==> config.mk <==
export PLATFORM = sky130hd
export DESIGN_NAME = udp_ipv4_encapsulator
export DESIGN_NICKNAME = d
export VERILOG_FILES = /design/src/rtl/core/udpenc_pkg.sv /design/src/rtl/core/udpenc_hdr.sv /design/src/rtl/core/udp_ipv4_encapsulator.sv
export SDC_FILE = /design/constraint.sdc
export NUM_CORES = 1
export LEC_CHECK = 0
export ABC_CLOCK_PERIOD_IN_PS = 11400
export BUFFER_PORTS_ARGS = -buffer_cell sky130_fd_sc_hd__buf_2
export CORE_ASPECT_RATIO = 1.4
export CORE_UTILIZATION = 55
export CTS_BUF_LIST = sky130_fd_sc_hd__clkbuf_2 sky130_fd_sc_hd__clkbuf_4 sky130_fd_sc_hd__clkbuf_8
export DETAILED_ROUTE_END_ITERATION = 16
export PLACE_DENSITY = 0.74
export SYNTH_ARGS = -nofsm -noshare
export SYNTH_HDL_FRONTEND = slang
export SYNTH_HIERARCHICAL = 1
export SYNTH_SLANG_ARGS = --single-unit
==> constraint.sdc <==
create_clock -name clk -period 11.4 [get_ports clk]
set_input_delay 1.14 -clock clk [delete_from_list [all_inputs] [get_ports clk]]
set_output_delay 1.14 -clock clk [all_outputs]
set_load 0.05 [all_outputs]
==> src/rtl/core/udpenc_pkg.sv <==
// ----------------------------------------------------------------------------
// udpenc_pkg
// Types, constants and checksum helpers for the IPv4/UDP encapsulator.
// ----------------------------------------------------------------------------
package udpenc_pkg;

    // configuration register indexes
    localparam logic [1:0] REG_SOURCE_ADDRESS = 2'd0;
    localparam logic [1:0] REG_DEST_ADDRESS   = 2'd1;
    localparam logic [1:0] REG_SOURCE_PORT    = 2'd2;
    localparam logic [1:0] REG_DEST_PORT      = 2'd3;

    // result kinds
    localparam logic KIND_PAYLOAD = 1'b0;
    localparam logic KIND_HEADER  = 1'b1;

    localparam int unsigned LEN_W = 16;

    // version/ihl 0x4500 plus ttl/protocol 0x4011
    localparam logic [15:0] IP_FIXED_SUM  = 16'h8511;
    localparam logic [15:0] UDP_PROTOCOL  = 16'h0011;
    localparam logic [15:0] IP_HDR_BYTES  = 16'd20;
    localparam logic [15:0] UDP_HDR_BYTES = 16'd8;

    typedef struct packed {
        logic [31:0] src_addr;
        logic [31:0] dst_addr;
        logic [15:0] src_port;
        logic [15:0] dst_port;
    } cfg_t;

    // running datagram totals handed to the header builder
    typedef struct packed {
        logic [LEN_W-1:0] count;
        logic [15:0]      sum;
        logic             ovf;
    } hdr_in_t;

    typedef struct packed {
        logic [15:0] ip_len;
        logic [15:0] ip_csum;
        logic [15:0] udp_len;
        logic [15:0] udp_csum;
        logic        ovf;
    } hdr_out_t;

    // end-around-carry add of two 16-bit words
    function automatic logic [15:0] oc_add16(input logic [15:0] a, input logic [15:0] b);
        logic [16:0] s;
        s = {1'b0, a} + {1'b0, b};
        return s[15:0] + {15'd0, s[16]};
    endfunction

    // fold a wide sum of 16-bit words to a 16-bit ones'-complement sum
    function automatic logic [15:0] oc_fold20(input logic [19:0] x);
        logic [16:0] t;
        t = {1'b0, x[15:0]} + {13'd0, x[19:16]};
        return t[15:0] + {15'd0, t[16]};
    endfunction

endpackage

==> src/rtl/core/udpenc_hdr.sv <==
// ----------------------------------------------------------------------------
// udpenc_hdr
// Builds IPv4/UDP lengths and both checksums from the datagram totals.
// ----------------------------------------------------------------------------
module udpenc_hdr
    import udpenc_pkg::*;
(
    input  cfg_t     cfg,
    input  hdr_in_t  hdr_in,
    output hdr_out_t hdr_out
);

    logic [15:0] ip_len;
    logic [15:0] udp_len;
    logic [19:0] ip_raw;
    logic [19:0] udp_raw;
    logic [15:0] ip_sum;
    logic [15:0] udp_sum;
    logic [15:0] udp_csum;

    // lengths, no wrap since count never passes the payload limit
    assign ip_len  = hdr_in.count + IP_HDR_BYTES + UDP_HDR_BYTES;
    assign udp_len = hdr_in.count + UDP_HDR_BYTES;

    // ipv4 header sum, checksum and id fields are zero
    assign ip_raw = 20'(IP_FIXED_SUM) + 20'(ip_len)
                  + 20'(cfg.src_addr[31:16]) + 20'(cfg.src_addr[15:0])
                  + 20'(cfg.dst_addr[31:16]) + 20'(cfg.dst_addr[15:0]);

    // pseudo-header, udp header (length counted twice) and payload
    assign udp_raw = 20'(hdr_in.sum)
                   + 20'(cfg.src_addr[31:16]) + 20'(cfg.src_addr[15:0])
                   + 20'(cfg.dst_addr[31:16]) + 20'(cfg.dst_addr[15:0])
                   + 20'(UDP_PROTOCOL) + 20'(udp_len) + 20'(udp_len)
                   + 20'(cfg.src_port) + 20'(cfg.dst_port);

    assign ip_sum  = oc_fold20(ip_raw);
    assign udp_sum = oc_fold20(udp_raw);

    // a zero udp checksum goes out as all ones
    assign udp_csum = (udp_sum == 16'hFFFF) ? 16'hFFFF : ~udp_sum;

    assign hdr_out.ip_len   = ip_len;
    assign hdr_out.ip_csum  = ~ip_sum;
    assign hdr_out.udp_len  = udp_len;
    assign hdr_out.udp_csum = udp_csum;
    assign hdr_out.ovf      = hdr_in.ovf;

endmodule

==> src/rtl/core/udp_ipv4_encapsulator.sv <==
// ----------------------------------------------------------------------------
// udp_ipv4_encapsulator
// Passes UDP payload bytes through and appends an IPv4/UDP header summary.
// ----------------------------------------------------------------------------
// Accepts one payload byte per cycle unless in_stall is high (receiver stall
// or a pending header word). Every byte comes out as a payload word; the byte
// flagged last also produces a header word with both lengths and both
// checksums, so a datagram of N bytes yields N+1 words. The single result
// register carries one word per cycle unless the receiver stalls; the running
// ones'-complement sum is one 16-bit add per byte. Bytes past MAX_PAYLOAD are
// passed through but not counted or summed, and the header word then reports
// oversize. Write the addresses and ports only while no datagram is in flight.
module udp_ipv4_encapsulator
    import udpenc_pkg::*;
#(
    parameter int unsigned MAX_PAYLOAD = 1500
)
(
    input  logic        clk,
    input  logic        rst_n,

    input  logic        cfg_valid,
    output logic        cfg_ready,
    input  logic [1:0]  cfg_index,
    input  logic [31:0] cfg_data,

    input  logic        in_valid,
    output logic        in_stall,
    input  logic [7:0]  payload_byte,
    input  logic        last_byte,

    output logic        out_valid,
    input  logic        out_stall,
    output logic        kind,
    output logic [7:0]  data_byte,
    output logic [15:0] ip_total_length,
    output logic [15:0] ip_header_checksum,
    output logic [15:0] udp_length,
    output logic [15:0] udp_checksum,
    output logic        oversize,
    output logic        end_of_packet
);

    localparam logic [LEN_W-1:0] MAX_LEN = LEN_W'(MAX_PAYLOAD);

    // configuration registers
    cfg_t cfg_reg;

    // running datagram state
    logic [LEN_W-1:0] count_reg, count_next;
    logic [15:0]      sum_reg, sum_next;
    logic             odd_reg, odd_next;
    logic             ovf_reg, ovf_next;

    // input stage
    logic             s1_valid_reg, s1_valid_next;
    logic             s1_hdr_reg, s1_hdr_next;
    logic [7:0]       s1_byte_reg;
    logic             s1_last_reg;
    hdr_in_t          s1_tot_reg;

    // result register
    logic             out_valid_reg, out_valid_next;
    logic             out_kind_reg;
    logic [7:0]       out_byte_reg;
    hdr_out_t         out_hdr_reg;

    logic             in_accept;
    logic             out_load;
    logic             s1_final;
    logic             s1_free;
    logic             counted;
    logic [LEN_W-1:0] count_upd;
    logic [15:0]      sum_upd;
    logic             odd_upd;
    logic             ovf_upd;
    logic [15:0]      byte_word;
    hdr_in_t          tot_upd;
    hdr_out_t         hdr_built;

    assign cfg_ready = 1'b1;

    // handshake flow
    assign out_load  = !out_valid_reg || !out_stall;
    assign s1_final  = !s1_last_reg || s1_hdr_reg;
    assign s1_free   = !s1_valid_reg || (out_load && s1_final);
    assign in_stall  = !s1_free;
    assign in_accept = in_valid && !in_stall;

    // byte accumulate, first byte of a pair is the high half
    assign counted   = count_reg < MAX_LEN;
    assign byte_word = odd_reg ? {8'd0, payload_byte} : {payload_byte, 8'd0};
    assign count_upd = counted ? count_reg + LEN_W'(1) : count_reg;
    assign sum_upd   = counted ? oc_add16(sum_reg, byte_word) : sum_reg;
    assign odd_upd   = counted ? !odd_reg : odd_reg;
    assign ovf_upd   = counted ? ovf_reg : 1'b1;

    assign tot_upd.count = count_upd;
    assign tot_upd.sum   = sum_upd;
    assign tot_upd.ovf   = ovf_upd;

    // datagram state, cleared after the last byte
    always_comb
    begin
        count_next = count_reg;
        sum_next   = sum_reg;
        odd_next   = odd_reg;
        ovf_next   = ovf_reg;
        if (in_accept)
        begin
            if (last_byte)
            begin
                count_next = '0;
                sum_next   = '0;
                odd_next   = 1'b0;
                ovf_next   = 1'b0;
            end
            else
            begin
                count_next = count_upd;
                sum_next   = sum_upd;
                odd_next   = odd_upd;
                ovf_next   = ovf_upd;
            end
        end
    end

    // input stage control, header phase follows the payload word
    always_comb
    begin
        s1_valid_next = s1_valid_reg;
        s1_hdr_next   = s1_hdr_reg;
        if (in_accept)
        begin
            s1_valid_next = 1'b1;
            s1_hdr_next   = 1'b0;
        end
        else if (s1_free)
        begin
            s1_valid_next = 1'b0;
            s1_hdr_next   = 1'b0;
        end
        else if (out_load)
        begin
            s1_hdr_next = 1'b1;
        end
    end

    assign out_valid_next = out_load ? s1_valid_reg : out_valid_reg;

    udpenc_hdr u_hdr (
        .cfg     (cfg_reg),
        .hdr_in  (s1_tot_reg),
        .hdr_out (hdr_built)
    );

    // control and configuration registers
    always_ff @(posedge clk or negedge rst_n)
    begin
        if (!rst_n)
        begin
            cfg_reg       <= '0;
            count_reg     <= '0;
            sum_reg       <= '0;
            odd_reg       <= 1'b0;
            ovf_reg       <= 1'b0;
            s1_valid_reg  <= 1'b0;
            s1_hdr_reg    <= 1'b0;
            out_valid_reg <= 1'b0;
        end
        else
        begin
            if (cfg_valid && cfg_ready)
            begin
                case (cfg_index)
                    REG_SOURCE_ADDRESS: cfg_reg.src_addr <= cfg_data;
                    REG_DEST_ADDRESS:   cfg_reg.dst_addr <= cfg_data;
                    REG_SOURCE_PORT:    cfg_reg.src_port <= cfg_data[15:0];
                    REG_DEST_PORT:      cfg_reg.dst_port <= cfg_data[15:0];
                    default:            cfg_reg <= cfg_reg;
                endcase
            end
            count_reg     <= count_next;
            sum_reg       <= sum_next;
            odd_reg       <= odd_next;
            ovf_reg       <= ovf_next;
            s1_valid_reg  <= s1_valid_next;
            s1_hdr_reg    <= s1_hdr_next;
            out_valid_reg <= out_valid_next;
        end
    end

    // payload registers
    always_ff @(posedge clk)
    begin
        if (in_accept)
        begin
            s1_byte_reg <= payload_byte;
            s1_last_reg <= last_byte;
            s1_tot_reg  <= tot_upd;
        end
        if (out_load && s1_valid_reg)
        begin
            if (s1_hdr_reg)
            begin
                out_kind_reg <= KIND_HEADER;
                out_byte_reg <= '0;
                out_hdr_reg  <= hdr_built;
            end
            else
            begin
                out_kind_reg <= KIND_PAYLOAD;
                out_byte_reg <= s1_byte_reg;
                out_hdr_reg  <= '0;
            end
        end
    end

    assign out_valid          = out_valid_reg;
    assign kind               = out_kind_reg;
    assign data_byte          = out_byte_reg;
    assign ip_total_length    = out_hdr_reg.ip_len;
    assign ip_header_checksum = out_hdr_reg.ip_csum;
    assign udp_length         = out_hdr_reg.udp_len;
    assign udp_checksum       = out_hdr_reg.udp_csum;
    assign oversize           = out_hdr_reg.ovf;
    assign end_of_packet      = (out_kind_reg == KIND_HEADER);

endmodule

== Word level (Yosys, flattened, before mapping) ==
Index checks and enable logic that the tools add are counted.

* Output and inout bits: 78
* Input bits: 48
* Register bits after elaboration: 249
* Logic and storage cells: 91

* Multiplexer cells: 16
* Magnitude comparators: 1
* Bitwise logic cells: 2
* $add $sub $neg: 24
* Reduce and logical (&&, ||, !) cells: 21
* Eq/ne operators: 4

{| class="wikitable"
|+ Operator list
! kind !! count
|-
| $add 20x16->20 || 11
|-
| $mux 16 || 6
|-
| $add 16x1->16 || 3
|-
| $add 16x16->17 || 2
|-
| $add 16x4->17 || 2
|-
| $add 16x4->16 const B || 2
|-
| $not 16->16 || 2
|-
| $add 20x5->20 const B || 1
|-
| $add 16x16->17 const A || 1
|-
| $add 16x1->16 const B || 1
|-
| $add 16x5->16 const B || 1
|-
| $eq 16x16->1 const B || 1
|-
| $lt 16x11->1 const B || 1
|-
| $mux 1 || 10
|-
| $reduce_and 2->1 || 5
|-
| $logic_not 1->1 || 6
|-
| $eq 2x2->1 const B || 2
|-
| $reduce_bool 2->1 || 2
|-
| $logic_and 1x1->1 || 3
|-
| $logic_or 1x1->1 || 3
|-
| $reduce_bool 3->1 || 1
|-
| $eq 2x1->1 const B || 1
|-
| $logic_not 2->1 || 1
|}

== Depth between registers and ports, before layout ==
* Depth after elaboration: 13
* Gate-level depth with buffers: 47
* Depth with buffers taken out: 45

== Hierarchy ==
The synthesis kept the hierarchy.

{| class="wikitable"
|+ Modules (own cells, without submodules)
! module !! cells an instance !! area an instance (sq um) !! times used
|-
| udp_ipv4_encapsulator || 781 || 10,650.2 || 1
|-
| udpenc_hdr || 943 || 7,897.6 || 1
|}

== Worst setup path after synthesis ==
No wires, ideal clock.

* Path kind: reg2reg
* From: register cfg_reg[65] (netlist bit)
* To: register out_hdr_reg (netlist bit udp_checksum[13]) (data pin)
* Path slack: 1.554 ns
* Path buffers: 0
* Clock period less this slack: 9.846 ns
* Arrival time: 9.591 ns
* Cell stages (with the launch flop): 45
* Cell sequence: dfrtp_1 -> fa_1 -> ha_1 -> inv_1 -> fa_1 -> nor2b_1 -> o21ai_0 -> a21boi_0 -> o21ai_0 -> a21boi_0 -> o21ai_0 -> nor2b_1 -> xnor2_1 -> fa_1 -> inv_1 -> fa_1 -> inv_1 -> fa_1 -> (+9 left out) -> a21oi_1 -> xnor2_1 -> ha_1 -> o21a_1 -> o31a_1 -> and3_1 -> and4_1 -> ha_1 -> nand3_1 -> a211oi_1 -> nand2_1 -> a211oi_1 -> o311ai_4 -> a211oi_1 -> a211oi_1 -> nand4_2 -> or3b_1 -> and2_1

{| class="wikitable"
|+ RTL lines
! what !! RTL line !! RTL
|-
| from (decl) || udp_ipv4_encapsulator.sv:47 || <nowiki>cfg_t cfg_reg;</nowiki>
|-
| from (signal assigned) || udp_ipv4_encapsulator.sv:180 || <nowiki>default: cfg_reg <= cfg_reg;</nowiki>
|-
| to (signal assigned) || udp_ipv4_encapsulator.sv:208 || <nowiki>out_hdr_reg <= hdr_built;</nowiki>
|-
| to (decl) || udp_ipv4_encapsulator.sv:66 || <nowiki>hdr_out_t out_hdr_reg;</nowiki>
|}

==> qor_table.md <==
| Step | Parameter | This run |
| --- | --- | --- |
| outcome | Run status | complete, no violations |
| sta | Count of endpoints failing hold in the final timing report | 0 |
| layout | Highest-count cells in the layout ignoring fill and taps | 213 x sky130_fd_sc_hd__inv_1, 132 x sky130_fd_sc_hd__fa_1, 132 x sky130_fd_sc_hd__dfrtp_1 |
| critical path | Crit-path max FO | 8 |
| sta | Post-route worst hold slack | 468 ps |
| layout | Leading cell type in the layout, fill and taps excluded | sky130_fd_sc_hd__inv_1 |
| critical path | Crit end category | flop |
| layout | Number of cells in the finished layout apart from fillers | 2333 |
| flow run | Reported max-cap violation count | 0 |
| route | Vias per cell | 5.63 |
| global route | Number of global-route vias before repair | 13500 |
| logic synthesis | Predominant post-synthesis flop cell | sky130_fd_sc_hd__dfrtp_1 |
| route | Met1 wire length | 17.0 mm |
| logic synthesis | Synth async-reset ratio | 53.4% |
| placement | Count of placed standard cells including taps | 2253 |
| layout | Synth-to-layout area growth | 10.9% |
| layout | Fraction of final layout cells with drive strength greater than 1 | 18.8% |
| clock tree | Clock tree from TritonCTS | yes |
| critical path | Largest stage delay on the critical path | 560 ps |
| layout | Final-stage net count | 2154 |
| floorplanning | Die width | 157 microns |
| logic synthesis | Synth area leader | sky130_fd_sc_hd__edfxtp_1 |
| logic synthesis | Portion of the post-synthesis area used by sequential elements | 36.7% |
| sta | Clock period minus final worst setup slack | 10720 ps |
| clock tree | Number of clock buffers inserted by TritonCTS | 40 |
| layout | Number of flip-flops under the largest register name | 96 |
| clock tree | Latest clock arrival within the worst-skew pair | 600 ps |
| critical path | Type of the worst setup path | flop to flop |
| placement | Port Buffers | 124 |
| logic synthesis | EDFF count, synth | 116 |
| global route | GRT Resource Usage Total | 27.4% |
| floorplanning | Floorplan die area | 34500 sq um |
| logic synthesis | #FFs+latches synth | 249 |
| logic synthesis | Distinct cell type count after synthesis | 83 |
| sta | Post-route setup TNS | 0 ps |
| sta | RSZ-0062 raised after global routing | false |
| layout | Number of filler cells placed in the layout | 2780 |
| floorplanning | Core region area | 33200 sq um |
| logic synthesis | Synthesized instance count | 1724 |
| sta | Portion of the clock cycle consumed by the worst path in the final layout | 94.0% |
| floorplanning | Initial core utilization | 55.8% |
| logic synthesis | Syn_nets | 2024 |
| critical path | Slowest stage cell, crit path | sky130_fd_sc_hd__fa_1 |
| sta | Final number of max-transition violations | 0 |
| route | Drt total wl | 45.3 mm |
| clock tree | Clock transition at path regs | 70 ps |
| clock tree | H-tree Lvls | 2 |
| global route | First-pass GRT wire length | 71.1 mm |
| logic synthesis | Average cell area after synthesis | 10.8 sq um |
| logic synthesis | Warnings from Yosys | 6 |
| logic synthesis | Area fraction of the dominant cell type after synthesis | 18.8% |
| global route | GRT Residual Overflow | 0 |
| route | Drt drc | 0 |
| floorplanning | Cell row count | 79 |
| critical path | CP arrival | 11060 ps |
| clock tree | Clock Root Buffer | sky130_fd_sc_hd__clkbuf_8 |
| sta | Maximum clock rate | 93.3 MHz |
| critical path | Most common cell type on the critical path | sky130_fd_sc_hd__fa_1 |
| critical path | Startpoint type of the worst setup path | flop |
| route | ANT nets after route | 0 |
| global route | Initial antenna violation count | 3 |
| global route | Pin count of the biggest net entering global routing | 79 |
| placement | Dpl hpwl | 35.9 mm |
| floorplanning | Die extent in y | 219 microns |
| sta | Setup violators final | 0 |
| route | WL per Instance | 19.4 microns |
| logic synthesis | Post-synthesis instance area | 18500 sq um |
| placement | Gp weighted congestion | 0.944 |
| sta | Clk_skew | 28.1 ps |
| min path | Worst hold path class | flop to flop |
| route | DRT Pass-1 Iters | 5 |
| critical path | Data required time of the critical path | 11740 ps |
| route | Wire length on met3 | 1.87 mm |
| logic synthesis | Synth top area cells | sky130_fd_sc_hd__edfxtp_1 19%, sky130_fd_sc_hd__dfrtp_1 18%, sky130_fd_sc_hd__fa_1 14% |
| sta | Slew at the pin closest to its max-slew limit | 948 ps |
| route | Max layer used | met5 |
| route | Iteration-0 DRC Markers | 496 |
| clock tree | Number of clock sinks | 249 |
| route | Vias after detailed routing | 13100 |
| clock tree | Maximum clock insertion buffer count | 3 |
| floorplanning | Number of top-level design ports | 126 |
| route | Met2 wire len | 23.6 mm |
| sta | Worst slew margin relative to its limit | 36.2% |
[worst max-delay path, delay by kind of cell (launching register included)]
| family | cells | cell delay [ps] |
|---|---|---|
| adder cells (fa/ha/maj) | 11 | 4060 |
| AO/OA/AOI/OAI | 14 | 2710 |
| AND/OR/NAND/NOR | 12 | 2300 |
| XOR/XNOR | 3 | 620 |
| flip-flops | 1 | 420 |
| buffers and inverters | 4 | 330 |
[routing by layer]
metal / global-route usage [%] / vias up
met3: 3.97 / 146
met1: 30.2 / 6463
met4: 16.6 / 4
li1: - / 6169
met2: 49.3 / 351
met5: 0 / -
[area by class of cell]
class	count	area [sq um]	share of cell area, %
Antenna cell	3	7.51	0.0365
Clock buffer	49	643	3.13
Clock inverter	24	224	1.09
Inverter	214	803	3.91
Multi-Input combinational cell	1207	10800	52.3
Sequential cell	249	6810	33.1
Tap cell	445	557	2.71
Timing Repair Buffer	142	762	3.70
[cell usage after synthesis, types with 7 or more instances]
cell type and count:
sky130_fd_sc_hd__nor3_1 25, sky130_fd_sc_hd__mux2_2 98, sky130_fd_sc_hd__o21ai_0 61, sky130_fd_sc_hd__nand2b_1 15
sky130_fd_sc_hd__nor2b_1 30, sky130_fd_sc_hd__dfrtp_1 133, sky130_fd_sc_hd__a21boi_0 7, sky130_fd_sc_hd__xnor2_1 63
sky130_fd_sc_hd__buf_4 10, sky130_fd_sc_hd__a211o_1 12, sky130_fd_sc_hd__a211oi_1 19, sky130_fd_sc_hd__a21oi_1 53
sky130_fd_sc_hd__and2_1 86, sky130_fd_sc_hd__a22o_1 14, sky130_fd_sc_hd__fa_1 132, sky130_fd_sc_hd__o21a_1 13
sky130_fd_sc_hd__nand2_1 112, sky130_fd_sc_hd__edfxtp_1 116, sky130_fd_sc_hd__a21o_1 23, sky130_fd_sc_hd__inv_1 213
sky130_fd_sc_hd__nor3b_1 9, sky130_fd_sc_hd__clkbuf_1 41, sky130_fd_sc_hd__and4_1 8, sky130_fd_sc_hd__or3_1 7
sky130_fd_sc_hd__nor2_1 68, sky130_fd_sc_hd__nand3_1 39, sky130_fd_sc_hd__nand4_1 17, sky130_fd_sc_hd__ha_1 120
sky130_fd_sc_hd__or2_2 8, sky130_fd_sc_hd__and3_1 12, sky130_fd_sc_hd__xor2_1 53
[kinds of logic after synthesis]
family | after synthesis | synth area share [%]
and+or+nand+nor | 469 | 13.6
buffers and inverters | 269 | 5.69
AOI/OAI and AO/OA | 265 | 9.80
adders and majority gates | 253 | 22.4
DFF | 249 | 36.7
xor gates and xnor gates | 117 | 5.57
muxes | 101 | 6.18
other | 1 | 0.0202
[worst paths after layout]
path,from,to,slack [ps],cells after the start
max in group asynchronous,rst_n,cfg_reg[7],9540,2
min reg2reg,count_reg[15],s1_tot_reg[32],470,0
max reg2reg,cfg_reg[65],udp_checksum[13],680,44
min in group asynchronous,rst_n,cfg_reg[47],560,1
min,count_reg[15],s1_tot_reg[32],470,0
max,cfg_reg[65],udp_checksum[13],680,44
[stage by stage]
stage / area, sq um / util, % / setup WS [ps]
CTS: 20500 / 61.6 / 258
global placement: 19600 / 59.0 / 660
global route: 20600 / 61.9 / 22.9
finish: 20600 / 61.9 / 680
detailed placement: 19600 / 59.0 / 304
floorplan: 18500 / - / 1550
[what timing repair did]
| action | CTS | global route |
|---|---|---|
| hold buffers | 0 | 0 |
| setup buffers | 0 | 3 |
| gates resized for setup | 0 | 10 |
| setup endpoints to repair | 0 | 16 |
Power is not shown: default switching activity piles up to over one toggle a cycle in this logic, so the estimate is an artifact.
